===== src/hw/rtl/avcc_pkg.sv =====
package avcc_pkg;

    localparam int unsigned BYTE_W   = 8;
    localparam int unsigned LEN_W    = 32;
    localparam int unsigned PSIZE_W  = 3;
    localparam int unsigned SEQ_W    = 2;
    localparam int unsigned USER_W   = 3;

    localparam logic [PSIZE_W-1:0] PSIZE_RESET = 3'd4;
    localparam logic [PSIZE_W-1:0] PSIZE_MIN   = 3'd1;
    localparam logic [PSIZE_W-1:0] PSIZE_MAX   = 3'd4;

    localparam logic [BYTE_W-1:0] SC_ZERO = 8'h00;
    localparam logic [BYTE_W-1:0] SC_ONE  = 8'h01;
    localparam logic [SEQ_W-1:0]  SC_TAIL = 2'd3;

    typedef enum logic [1:0] {
        KIND_NONE,
        KIND_BYTE,
        KIND_START
    } kind_t;

    typedef struct packed {
        logic [BYTE_W-1:0] data;
        logic              last;
    } in_item_t;

    typedef struct packed {
        kind_t             kind;
        logic [BYTE_W-1:0] data;
        logic              valid;
        logic              pend;
        logic              perr;
    } desc_t;

    function automatic logic [PSIZE_W-1:0] eff_prefix(input logic [PSIZE_W-1:0] p);
        logic [PSIZE_W-1:0] r;
        r = p;
        if (p < PSIZE_MIN) r = PSIZE_MIN;
        if (p > PSIZE_MAX) r = PSIZE_MAX;
        return r;
    endfunction

endpackage


===== src/hw/rtl/avcc_in_reg.sv =====
module avcc_in_reg
    import avcc_pkg::*;
(
    input  logic     aclk,
    input  logic     aresetn,
    input  logic     s_valid,
    output logic     s_ready,
    input  in_item_t s_item,
    input  logic     pop,
    output logic     q_valid,
    output in_item_t q_item
);

    logic     valid_reg;
    logic     valid_next;
    in_item_t item_reg;

    assign s_ready = !valid_reg || pop;

    always_comb begin
        valid_next = valid_reg;
        if (pop) valid_next = 1'b0;
        if (s_valid && s_ready) valid_next = 1'b1;
    end

    always_ff @(posedge aclk) begin
        if (!aresetn) begin
            valid_reg <= 1'b0;
        end else begin
            valid_reg <= valid_next;
        end
    end

    always_ff @(posedge aclk) begin
        if (s_valid && s_ready) item_reg <= s_item;
    end

    assign q_valid = valid_reg;
    assign q_item  = item_reg;

endmodule


===== src/hw/rtl/avcc_parser.sv =====
module avcc_parser
    import avcc_pkg::*;
(
    input  logic               aclk,
    input  logic               aresetn,
    input  logic [PSIZE_W-1:0] prefix_bytes,
    input  in_item_t           item,
    input  logic               advance,
    output desc_t              desc
);

    logic               in_payload_reg, in_payload_next;
    logic [LEN_W-1:0]   accum_reg, accum_next;
    logic [PSIZE_W-1:0] count_reg, count_next;
    logic [LEN_W-1:0]   remain_reg, remain_next;

    logic [LEN_W-1:0]   accum_shift;
    logic [PSIZE_W-1:0] count_inc;
    logic               err;

    always_comb begin
        accum_shift     = {accum_reg[LEN_W-BYTE_W-1:0], item.data};
        count_inc       = count_reg + PSIZE_W'(1);
        in_payload_next = in_payload_reg;
        accum_next      = accum_reg;
        count_next      = count_reg;
        remain_next     = remain_reg;
        desc.kind       = KIND_NONE;
        desc.data       = item.data;
        desc.valid      = 1'b1;
        desc.pend       = 1'b0;
        desc.perr       = 1'b0;
        err             = 1'b0;

        if (in_payload_reg) begin
            desc.kind       = KIND_BYTE;
            remain_next     = remain_reg - LEN_W'(1);
            in_payload_next = (remain_next != '0);
        end else if (count_inc >= eff_prefix(prefix_bytes)) begin
            desc.kind       = KIND_START;
            remain_next     = accum_shift;
            in_payload_next = (accum_shift != '0);
            accum_next      = '0;
            count_next      = '0;
        end else begin
            accum_next = accum_shift;
            count_next = count_inc;
        end

        if (item.last) begin
            err = (in_payload_next && remain_next != '0) || (count_next != '0);
            if (desc.kind == KIND_NONE) begin
                desc.kind  = KIND_BYTE;
                desc.data  = '0;
                desc.valid = 1'b0;
            end
            desc.pend       = 1'b1;
            desc.perr       = err;
            in_payload_next = 1'b0;
            accum_next      = '0;
            count_next      = '0;
            remain_next     = '0;
        end
    end

    always_ff @(posedge aclk) begin
        if (!aresetn) begin
            in_payload_reg <= 1'b0;
            accum_reg      <= '0;
            count_reg      <= '0;
            remain_reg     <= '0;
        end else if (advance) begin
            in_payload_reg <= in_payload_next;
            accum_reg      <= accum_next;
            count_reg      <= count_next;
            remain_reg     <= remain_next;
        end
    end

endmodule


===== src/hw/rtl/avcc_emitter.sv =====
module avcc_emitter
    import avcc_pkg::*;
(
    input  logic              aclk,
    input  logic              aresetn,
    input  logic              desc_valid,
    input  desc_t             desc,
    output logic              desc_ready,
    output logic              m_tvalid,
    input  logic              m_tready,
    output logic [BYTE_W-1:0] m_tdata,
    output logic              m_tlast,
    output logic [USER_W-1:0] m_tuser
);

    logic              out_valid_reg, out_valid_next;
    logic [BYTE_W-1:0] out_byte_reg, out_byte_next;
    logic              out_bvalid_reg, out_bvalid_next;
    logic              out_end_reg, out_end_next;
    logic              out_err_reg, out_err_next;
    logic              out_rlast_reg, out_rlast_next;
    logic [SEQ_W-1:0]  seq_cnt_reg, seq_cnt_next;
    logic              seq_end_reg, seq_end_next;
    logic              seq_err_reg, seq_err_next;
    logic              adv;

    assign adv        = !out_valid_reg || m_tready;
    assign desc_ready = adv && (seq_cnt_reg == '0);

    always_comb begin
        out_valid_next  = out_valid_reg;
        out_byte_next   = out_byte_reg;
        out_bvalid_next = out_bvalid_reg;
        out_end_next    = out_end_reg;
        out_err_next    = out_err_reg;
        out_rlast_next  = out_rlast_reg;
        seq_cnt_next    = seq_cnt_reg;
        seq_end_next    = seq_end_reg;
        seq_err_next    = seq_err_reg;
        if (adv) begin
            out_valid_next = 1'b0;
            if (seq_cnt_reg != '0) begin
                out_valid_next  = 1'b1;
                out_bvalid_next = 1'b1;
                seq_cnt_next    = seq_cnt_reg - SEQ_W'(1);
                if (seq_cnt_reg == SEQ_W'(1)) begin
                    out_byte_next  = SC_ONE;
                    out_rlast_next = 1'b1;
                    out_end_next   = seq_end_reg;
                    out_err_next   = seq_err_reg;
                end else begin
                    out_byte_next  = SC_ZERO;
                    out_rlast_next = 1'b0;
                    out_end_next   = 1'b0;
                    out_err_next   = 1'b0;
                end
            end else if (desc_valid) begin
                unique case (desc.kind)
                    KIND_BYTE: begin
                        out_valid_next  = 1'b1;
                        out_byte_next   = desc.data;
                        out_bvalid_next = desc.valid;
                        out_end_next    = desc.pend;
                        out_err_next    = desc.perr;
                        out_rlast_next  = 1'b1;
                    end
                    KIND_START: begin
                        out_valid_next  = 1'b1;
                        out_byte_next   = SC_ZERO;
                        out_bvalid_next = 1'b1;
                        out_end_next    = 1'b0;
                        out_err_next    = 1'b0;
                        out_rlast_next  = 1'b0;
                        seq_cnt_next    = SC_TAIL;
                        seq_end_next    = desc.pend;
                        seq_err_next    = desc.perr;
                    end
                    default: begin
                        out_valid_next = 1'b0;
                    end
                endcase
            end
        end
    end

    always_ff @(posedge aclk) begin
        if (!aresetn) begin
            out_valid_reg <= 1'b0;
            seq_cnt_reg   <= '0;
        end else begin
            out_valid_reg <= out_valid_next;
            seq_cnt_reg   <= seq_cnt_next;
        end
    end

    always_ff @(posedge aclk) begin
        out_byte_reg   <= out_byte_next;
        out_bvalid_reg <= out_bvalid_next;
        out_end_reg    <= out_end_next;
        out_err_reg    <= out_err_next;
        out_rlast_reg  <= out_rlast_next;
        seq_end_reg    <= seq_end_next;
        seq_err_reg    <= seq_err_next;
    end

    assign m_tvalid = out_valid_reg;
    assign m_tdata  = out_byte_reg;
    assign m_tlast  = out_end_reg;
    assign m_tuser  = {out_rlast_reg, out_err_reg, out_bvalid_reg};

endmodule


===== src/hw/rtl/avcc_to_annexb_converter_unit.sv =====
// A request passes through the input register and then the output register before its first result.
// One payload byte per cycle while the output is not stalled; a byte that completes a length
// prefix yields the four start-code results from the output sequencer, holding input meanwhile.
// Reset (aresetn low, synchronous): registers empty, parser back to prefix reading,
// prefix size returns to 4 bytes.
module avcc_to_annexb_converter_unit
    import avcc_pkg::*;
(
    input  logic               aclk,
    input  logic               aresetn,
    input  logic               cfg_we,
    input  logic [PSIZE_W-1:0] cfg_wdata,
    input  logic               s_tvalid,
    output logic               s_tready,
    input  logic [BYTE_W-1:0]  s_tdata,   // [7:0] in_byte
    input  logic               s_tlast,
    output logic               m_tvalid,
    input  logic               m_tready,
    output logic [BYTE_W-1:0]  m_tdata,   // [7:0] out_byte
    output logic               m_tlast,
    output logic [USER_W-1:0]  m_tuser    // [0] byte_valid, [1] packet_error, [2] run_last
);

    logic [PSIZE_W-1:0] prefix_reg;
    in_item_t           s_item;
    in_item_t           q_item;
    logic               q_valid;
    logic               desc_ready;
    logic               pop;
    desc_t              desc;

    always_ff @(posedge aclk) begin
        if (!aresetn) begin
            prefix_reg <= PSIZE_RESET;
        end else if (cfg_we) begin
            prefix_reg <= cfg_wdata;
        end
    end

    assign s_item.data = s_tdata;
    assign s_item.last = s_tlast;
    assign pop         = q_valid && desc_ready;

    avcc_in_reg u_in_reg (
        .aclk    (aclk),
        .aresetn (aresetn),
        .s_valid (s_tvalid),
        .s_ready (s_tready),
        .s_item  (s_item),
        .pop     (pop),
        .q_valid (q_valid),
        .q_item  (q_item)
    );

    avcc_parser u_parser (
        .aclk         (aclk),
        .aresetn      (aresetn),
        .prefix_bytes (prefix_reg),
        .item         (q_item),
        .advance      (pop),
        .desc         (desc)
    );

    avcc_emitter u_emitter (
        .aclk       (aclk),
        .aresetn    (aresetn),
        .desc_valid (q_valid),
        .desc       (desc),
        .desc_ready (desc_ready),
        .m_tvalid   (m_tvalid),
        .m_tready   (m_tready),
        .m_tdata    (m_tdata),
        .m_tlast    (m_tlast),
        .m_tuser    (m_tuser)
    );

endmodule


===== config.mk =====
export PLATFORM = sky130hd
export DESIGN_NAME = avcc_to_annexb_converter_unit
export DESIGN_NICKNAME = d
export VERILOG_FILES = /design/src/hw/rtl/avcc_pkg.sv /design/src/hw/rtl/avcc_in_reg.sv /design/src/hw/rtl/avcc_parser.sv /design/src/hw/rtl/avcc_emitter.sv /design/src/hw/rtl/avcc_to_annexb_converter_unit.sv
export SDC_FILE = /design/constraint.sdc
export NUM_CORES = 1
export LEC_CHECK = 0
export ABC_AREA = 1
export BUFFER_PORTS_ARGS = -buffer_cell sky130_fd_sc_hd__clkbuf_2
export CORE_UTILIZATION = 55
export DETAILED_ROUTE_END_ITERATION = 8
export MAX_ROUTING_LAYER = met4
export PLACE_DENSITY = 0.84
export SYNTH_ARGS = -nofsm -noshare
export SYNTH_HDL_FRONTEND = slang
export SYNTH_SLANG_ARGS = --single-unit

===== constraint.sdc =====
create_clock -name aclk -period 4 [get_ports aclk]
set_input_delay 0 -clock aclk [delete_from_list [all_inputs] [get_ports aclk]]
set_output_delay 0 -clock aclk [all_outputs]
set_load 0.005 [all_outputs]

## Yosys cells after proc, flatten, opt, wreduce, memory -nomap -nowiden

Cells that the tools add are included.

- Logic and storage cells: 98
- Input port bits: 17
- Bits in registers: 90
- Output and inout port bits: 14

- $add $sub $neg: 3
- Muxes and demuxes: 45
- Bitwise logic cells: 1
- Reduce and logical (&&, ||, !) cells: 25
- Order comparisons: 3
- Equality and inequality tests: 4

Operator list:

| cell | count |
|---|---|
| $mux W32 | 3 |
| $reduce_bool A32 Y1 | 3 |
| $mux W24 | 3 |
| $sub A32 B1 Y32 const B | 1 |
| $mux W1 | 19 |
| $mux W3 | 6 |
| $mux W8 | 2 |
| $pmux W8 S2 | 1 |
| $mux W13 | 1 |
| $mux W11 | 1 |
| $mux W2 | 5 |
| $pmux W1 S2 | 4 |
| $reduce_bool A2 Y1 | 4 |
| $reduce_and A3 Y1 | 2 |
| $reduce_bool A3 Y1 | 2 |
| $eq A2 B1 Y1 const B | 2 |
| $logic_and A1 B1 Y1 | 4 |
| $logic_not A2 Y1 | 2 |
| $reduce_and A4 Y1 | 1 |
| $add A3 B1 Y3 const B | 1 |
| $ge A3 B3 Y1 | 1 |
| $gt A3 B3 Y1 const B | 1 |
| $logic_or A1 B1 Y1 | 3 |
| $lt A3 B1 Y1 const B | 1 |
| other kinds (7) | 8 |

## Longest topological paths before layout

- Depth in word-level cells: 16
- Gate-level depth with buffers: 23
- Gate-level depth less buffers: 22

## Cells and area by module

From an unflattened synthesis, not the netlist that was laid out.

- Cells, all modules: 902
- Area, all modules: 5776.8 µm²

Modules (own cells, without submodules):

| module | area an instance (µm²) | cells each | seq. area each (µm²) | times used |
|---|---|---|---|---|
| avcc_parser | 4536.9 | 788 | 1201.2 | 1 |
| avcc_emitter | 797.0 | 79 | 480.5 | 1 |
| avcc_in_reg | 321.6 | 16 | 290.3 | 1 |
| avcc_to_annexb_converter_unit | 121.4 | 19 | 60.1 | 1 |

## Least setup slack after synthesis

No wires, ideal clock.

- Path kind: reg-to-reg
- Start: register u_parser.count_reg[0]
- End: register u_emitter.out_byte_reg[0], in the netlist u_emitter.m_tdata[0], enable pin
- Setup time: 0.380 ns
- Buffers on the path: 1
- Period minus slack after synthesis: 2.987 ns
- Arrival: 2.607 ns
- Cell stages (with the launch flop): 16
- Setup slack: 1.013 ns
- Data required time: 3.620 ns
- Cells stage by stage: dfxtp_1 ha_1 xnor2_1 inv_1 ha_1 nand2_1 nand2_1 inv_2 nand3_2 nand2_2 inv_2 buf_6 ha_1 nand2_1 nand2_1 nor2_1

- Longest elaborated chain between the ends: 10
- Elaborated cells on any way between the ends: 11
- Those cells by class: add/sub (1); order compare (1); eq/ne (2); mux (4); reduce/logical (3)

Ends and longest elaborated chain:

| what | line | text |
|---|---|---|
| start, declared | avcc_parser.sv:14 | `logic [PSIZE_W-1:0] count_reg, count_next;` |
| start signal, assigned | avcc_parser.sv:75 | `count_reg <= count_next;` |
| $add A3 B1 Y3 * | avcc_parser.sv:23 | `count_inc = count_reg + PSIZE_W'(1);` |
| $ge A3 B3 Y1 * | avcc_parser.sv:39 | `end else if (count_inc >= eff_prefix(prefix_bytes)) begin` |
| $mux W2 * | avcc_parser.sv:39 |  |
| $mux W2 * | avcc_parser.sv:35 | `if (in_payload_reg) begin` |
| $logic_not A2 Y1 | avcc_parser.sv:52 | `if (desc.kind == KIND_NONE) begin` |
| $mux W11 | avcc_parser.sv:52 |  |
| $mux W13 * | avcc_parser.sv:50 | `if (item.last) begin` |
| $eq A2 B1 Y1 / $eq A2 B2 Y1 (equally long branches) | avcc_emitter.sv:58 | `unique case (desc.kind)` |
| $reduce_bool A3 Y1 (no line) * | -- |  |
| $reduce_and A3 Y1 (no line) * | -- |  |
| end signal, assigned | avcc_emitter.sv:97 | `out_byte_reg <= out_byte_next;` |
| end, declared | avcc_emitter.sv:17 | `logic [BYTE_W-1:0] out_byte_reg, out_byte_next;` |

Every way passes the cells marked *; elsewhere a longest branch is shown, timed or not.
A chain may end at the register's enable or synchronous reset.

## Final worst setup path

- Start: register u_parser.count_reg[0]
- End: register u_emitter.out_bvalid_reg, enable pin

- Longest elaborated chain between the ends: 10
- Elaborated cells on any way between the ends: 11
- Those cells by class: add/sub (1); order compare (1); eq/ne (2); mux (4); reduce/logical (3)

Ends and longest elaborated chain:

| what | line | text |
|---|---|---|
| $add A3 B1 Y3 * | avcc_parser.sv:23 |  |
| $ge A3 B3 Y1 * | avcc_parser.sv:39 |  |
| $mux W2 * | avcc_parser.sv:39 |  |
| $mux W2 * | avcc_parser.sv:35 |  |
| $logic_not A2 Y1 | avcc_parser.sv:52 |  |
| $mux W11 | avcc_parser.sv:52 |  |
| $mux W13 * | avcc_parser.sv:50 |  |
| $eq A2 B1 Y1 / $eq A2 B2 Y1 (equally long branches) | avcc_emitter.sv:58 |  |
| $reduce_bool A3 Y1 (no line) * | -- |  |
| $reduce_and A3 Y1 (no line) * | -- |  |
| end signal, assigned | avcc_emitter.sv:98 | `out_bvalid_reg <= out_bvalid_next;` |
| end, declared | avcc_emitter.sv:18 | `logic out_bvalid_reg, out_bvalid_next;` |

Marks and branches as above.

==> results.md <==
* GRT overflow at 0
* Lkg Pwr at 2.859 nW
* Post-route ant nets at 0
* Top cells by area, synth: dfxtp_1 24%, nand2_1 21%, edfxtp_1 13%
* WP data required at 4.10 ns
* CP max-delay cell: nor2_1
* Syn Area/Cell at 6.355 um^2
* Final setup viols at 0
* Clock slew at reported path FFs at around 0.10 ns
* Initial antenna violation count at 0
* DRT iter0 DRCs at between 500 and 600
* Core area at 0.009774 mm^2
* Setup TNS at 0 ns
* Pwr Total at ~0.0029 W
* Final Cycle Share at ~85%
* Minimum clock period at around 3.4 ns
* Crit path max fanout at 19
* Synth area leader: dfxtp_1
* FMAX at 295.6 MHz
* Critical path's most frequent cell: nand2_1
* Total GRT Usage at 31.82%
* Crit path buf inv count at 4
* Synth Register Bits at 90
* Cells along the critical path: ha_1 > xnor2_1 > inv_1 > ha_1 > nand2_1 > nand2_1 > inv_2 > nand3_2 > nand2_2 > inv_2 > ha_1 > nand2_1 > nand2_1 > nor2_1 > buf_4
* CTS H-Tree Depth at 3
* Max Slew Vio Count at 0
* CTS root buf: clkbuf_8
* Worst-case clock buffer depth at 2
* Ant diodes at 0
* Cell area after synthesis at ~0.0055 mm^2
* Net count reported at finish at between 900 and 1000
* Slew headroom at between 20% and 30%
* Via Count at about 5700
* Register area share after synthesis at 36.79%
* Drt wl/cell at between 10 and 15 um
* Starting Density at 56.50%
* Setup Crit Path Kind: reg -> reg
* Number of detailed-routing iterations run before antenna repair at 5
* MaxCap Viol Count at 0
* Post-Layout Cell Count at approximately 1000
* Post_cts resized at 0
* DRC viols at 0
* Worst-Skew Late Latency at 0.38 ns
* Share of layout cells above drive strength 1 at 8.882%
* Worst min-delay path class: in -> reg
* Power Density at 467.1 mW/mm^2
* Clock sink total at 90
* Synth top area share at between 20% and 30%
* Max stage delay on crit path at between 0.3 and 0.4 ns
* Worst Tran Pin Value at roughly 1.1 ns
* Endpoint class of the critical path: register
* Final WL at 15150 um
* Peak VDD IR at 0.4483 mV
* Top delay family on crit path: simple AND/OR/NAND/NOR gates
* Yosys Warn Count at 0
* Mapped Cells at just under 900
* Clock Skew at 0.01931 ns
* Via density at between 5 and 6
* Routability Congestion at ~1
* Area growth syn-to-layout at 10.81%
* Post-DP HPWL at 10540 um
* Cell variety after synth at 35
* Setup bufs post-CTS at 0
* Die height at 102.2 um
* Placed insts at 1008
* Worst EP arrival at between 3 and 4 ns
* Hold bufs inserted after CTS at 21
* IO Port Bufs at 30
* Max FFs per register at 32
* Syn nets at approximately 900
* Largest net degree at the start of global routing at between 60 and 70
* Final hold violations at 0
* First-pass GRT wire length at 24880 um
* Die X at 102.2 um
* Critical Path Start Type: register
* CTS tree: done
* Status: complete, no violations
* IO Pins at 31
* Row Count at 36
* TritonCTS buffer count at 9
* Vias in the first global route at 5249
* RSZ-0062 raised after global routing: no
* Die ar. at 0.01045 mm^2
-- layout make-up --
type,instances,area [um^2]
fill,911,3655
sequential,90,2032
clock buffer,9,123.9
tap,133,166.4
clock inverter,7,60.06
inverter,92,345.3
timing repair buffer,56,397.9
multi-input combinational,658,2994
-- stage by stage --
stage | setup WS, ns | hold slack (ns) | area, um^2 | utilization [%]
floorplan | 1.013 | 0.09887 | 5523 | -
global placement | 0.7483 | 0.1775 | 5725 | 58.58
CTS | 0.6609 | 0.3205 | 6120 | 62.61
detailed placement | 0.6893 | 0.1786 | 5725 | 58.58
global route | 0.3121 | 0.3339 | 6120 | 62.61
finish | 0.6173 | 0.3312 | 6120 | 62.61
-- path summary, 6_finish.rpt --
check	to	start	cells after the start	slack, ns
hold reg to reg	u_parser.remain_reg[0]$_SDFFE_PN0P_	u_parser.remain_reg[0]$_SDFFE_PN0P_	2	0.49
setup / recovery	u_emitter.out_bvalid_reg$_SDFFCE_PN1P_	u_parser.count_reg[0]$_SDFFE_PN0P_	15	0.62
hold / removal	u_in_reg.q_item[4]$_DFFE_PP_	s_tdata[3]	2	0.33
setup reg to reg	u_emitter.out_bvalid_reg$_SDFFCE_PN1P_	u_parser.count_reg[0]$_SDFFE_PN0P_	15	0.62
-- Yosys cell counts, drive strengths merged --
master	count
a22oi	7
and2	1
clkbuf	17
nand3	52
o31ai	1
a211oi	1
a22o	1
nand3b	1
nor3	3
inv	92
buf	12
o21bai	2
edfxtp	23
ha	9
o21ai	30
nor4	8
dfxtp	67
nor2	122
a31o	1
nand4	13
xnor2	2
nand2	320
a21oi	84
-- cell usage in the layout, fill, tap and decap left out, types with 3 or more instances in the layout --
cell | synthesis | routed
clkbuf_2 | 0 | 30
nand2_2 | 6 | 6
dlygate4sd3_1 | 0 | 21
nor4_1 | 8 | 8
a22oi_1 | 7 | 7
inv_2 | 6 | 6
nand3_1 | 50 | 50
inv_1 | 86 | 86
edfxtp_1 | 23 | 23
dfxtp_1 | 67 | 67
nor2_4 | 5 | 5
ha_1 | 9 | 9
o21ai_0 | 26 | 26
a21oi_1 | 84 | 84
nor2_1 | 108 | 108
nand2_1 | 313 | 313
buf_4 | 4 | 5
o21ai_1 | 4 | 4
clkbuf_8 | 0 | 9
nor2_2 | 8 | 8
nor3_1 | 3 | 3
inv_8 | 0 | 3
nand4_1 | 13 | 13
-- worst reg2reg max path: stages (launching register included) --
cell     delay (ns)
dfxtp_1        0.36
ha_1           0.22
xnor2_1        0.16
inv_1          0.06
ha_1           0.36
nand2_1        0.07
nand2_1        0.09
inv_2          0.05
nand3_2        0.20
nand2_2        0.17
inv_2          0.29
ha_1           0.30
nand2_1        0.07
nand2_1        0.06
nor2_1         0.37
buf_4          0.25
-- kinds of logic after synthesis --
group                      after synthesis  synth area share, %
DFF                                     90                36.79
AOI/OAI and AO/OA                      127                12.14
xor gates and xnor gates                 2               0.3172
and+or+nand+nor                        520                39.71
buffers and inverters                  121                8.994
adders and majority gates                9                2.039
-- routing by layer --
metal | routed length (um) | GRT usage [%] | up-vias
met5 | 0 | - | -
met4 | 443 | 13.85 | 0
met3 | 1420 | 4.378 | 42
met2 | 6814 | 48.99 | 296
met1 | 6468 | 41.79 | 2544
li1 | - | - | 2862
-- power breakdown --
| part | leakage (nW) | internal, W | total [W] | switching (W) |
|---|---|---|---|---|
| Sequential | 0.760 | 0.00108 | 0.00115 | 0.0000684 |
| Clock | 0.0915 | 0.000239 | 0.000615 | 0.000376 |
| Combinational | 2.01 | 0.000345 | 0.00110 | 0.000753 |
(Power assumes the default switching activity.)
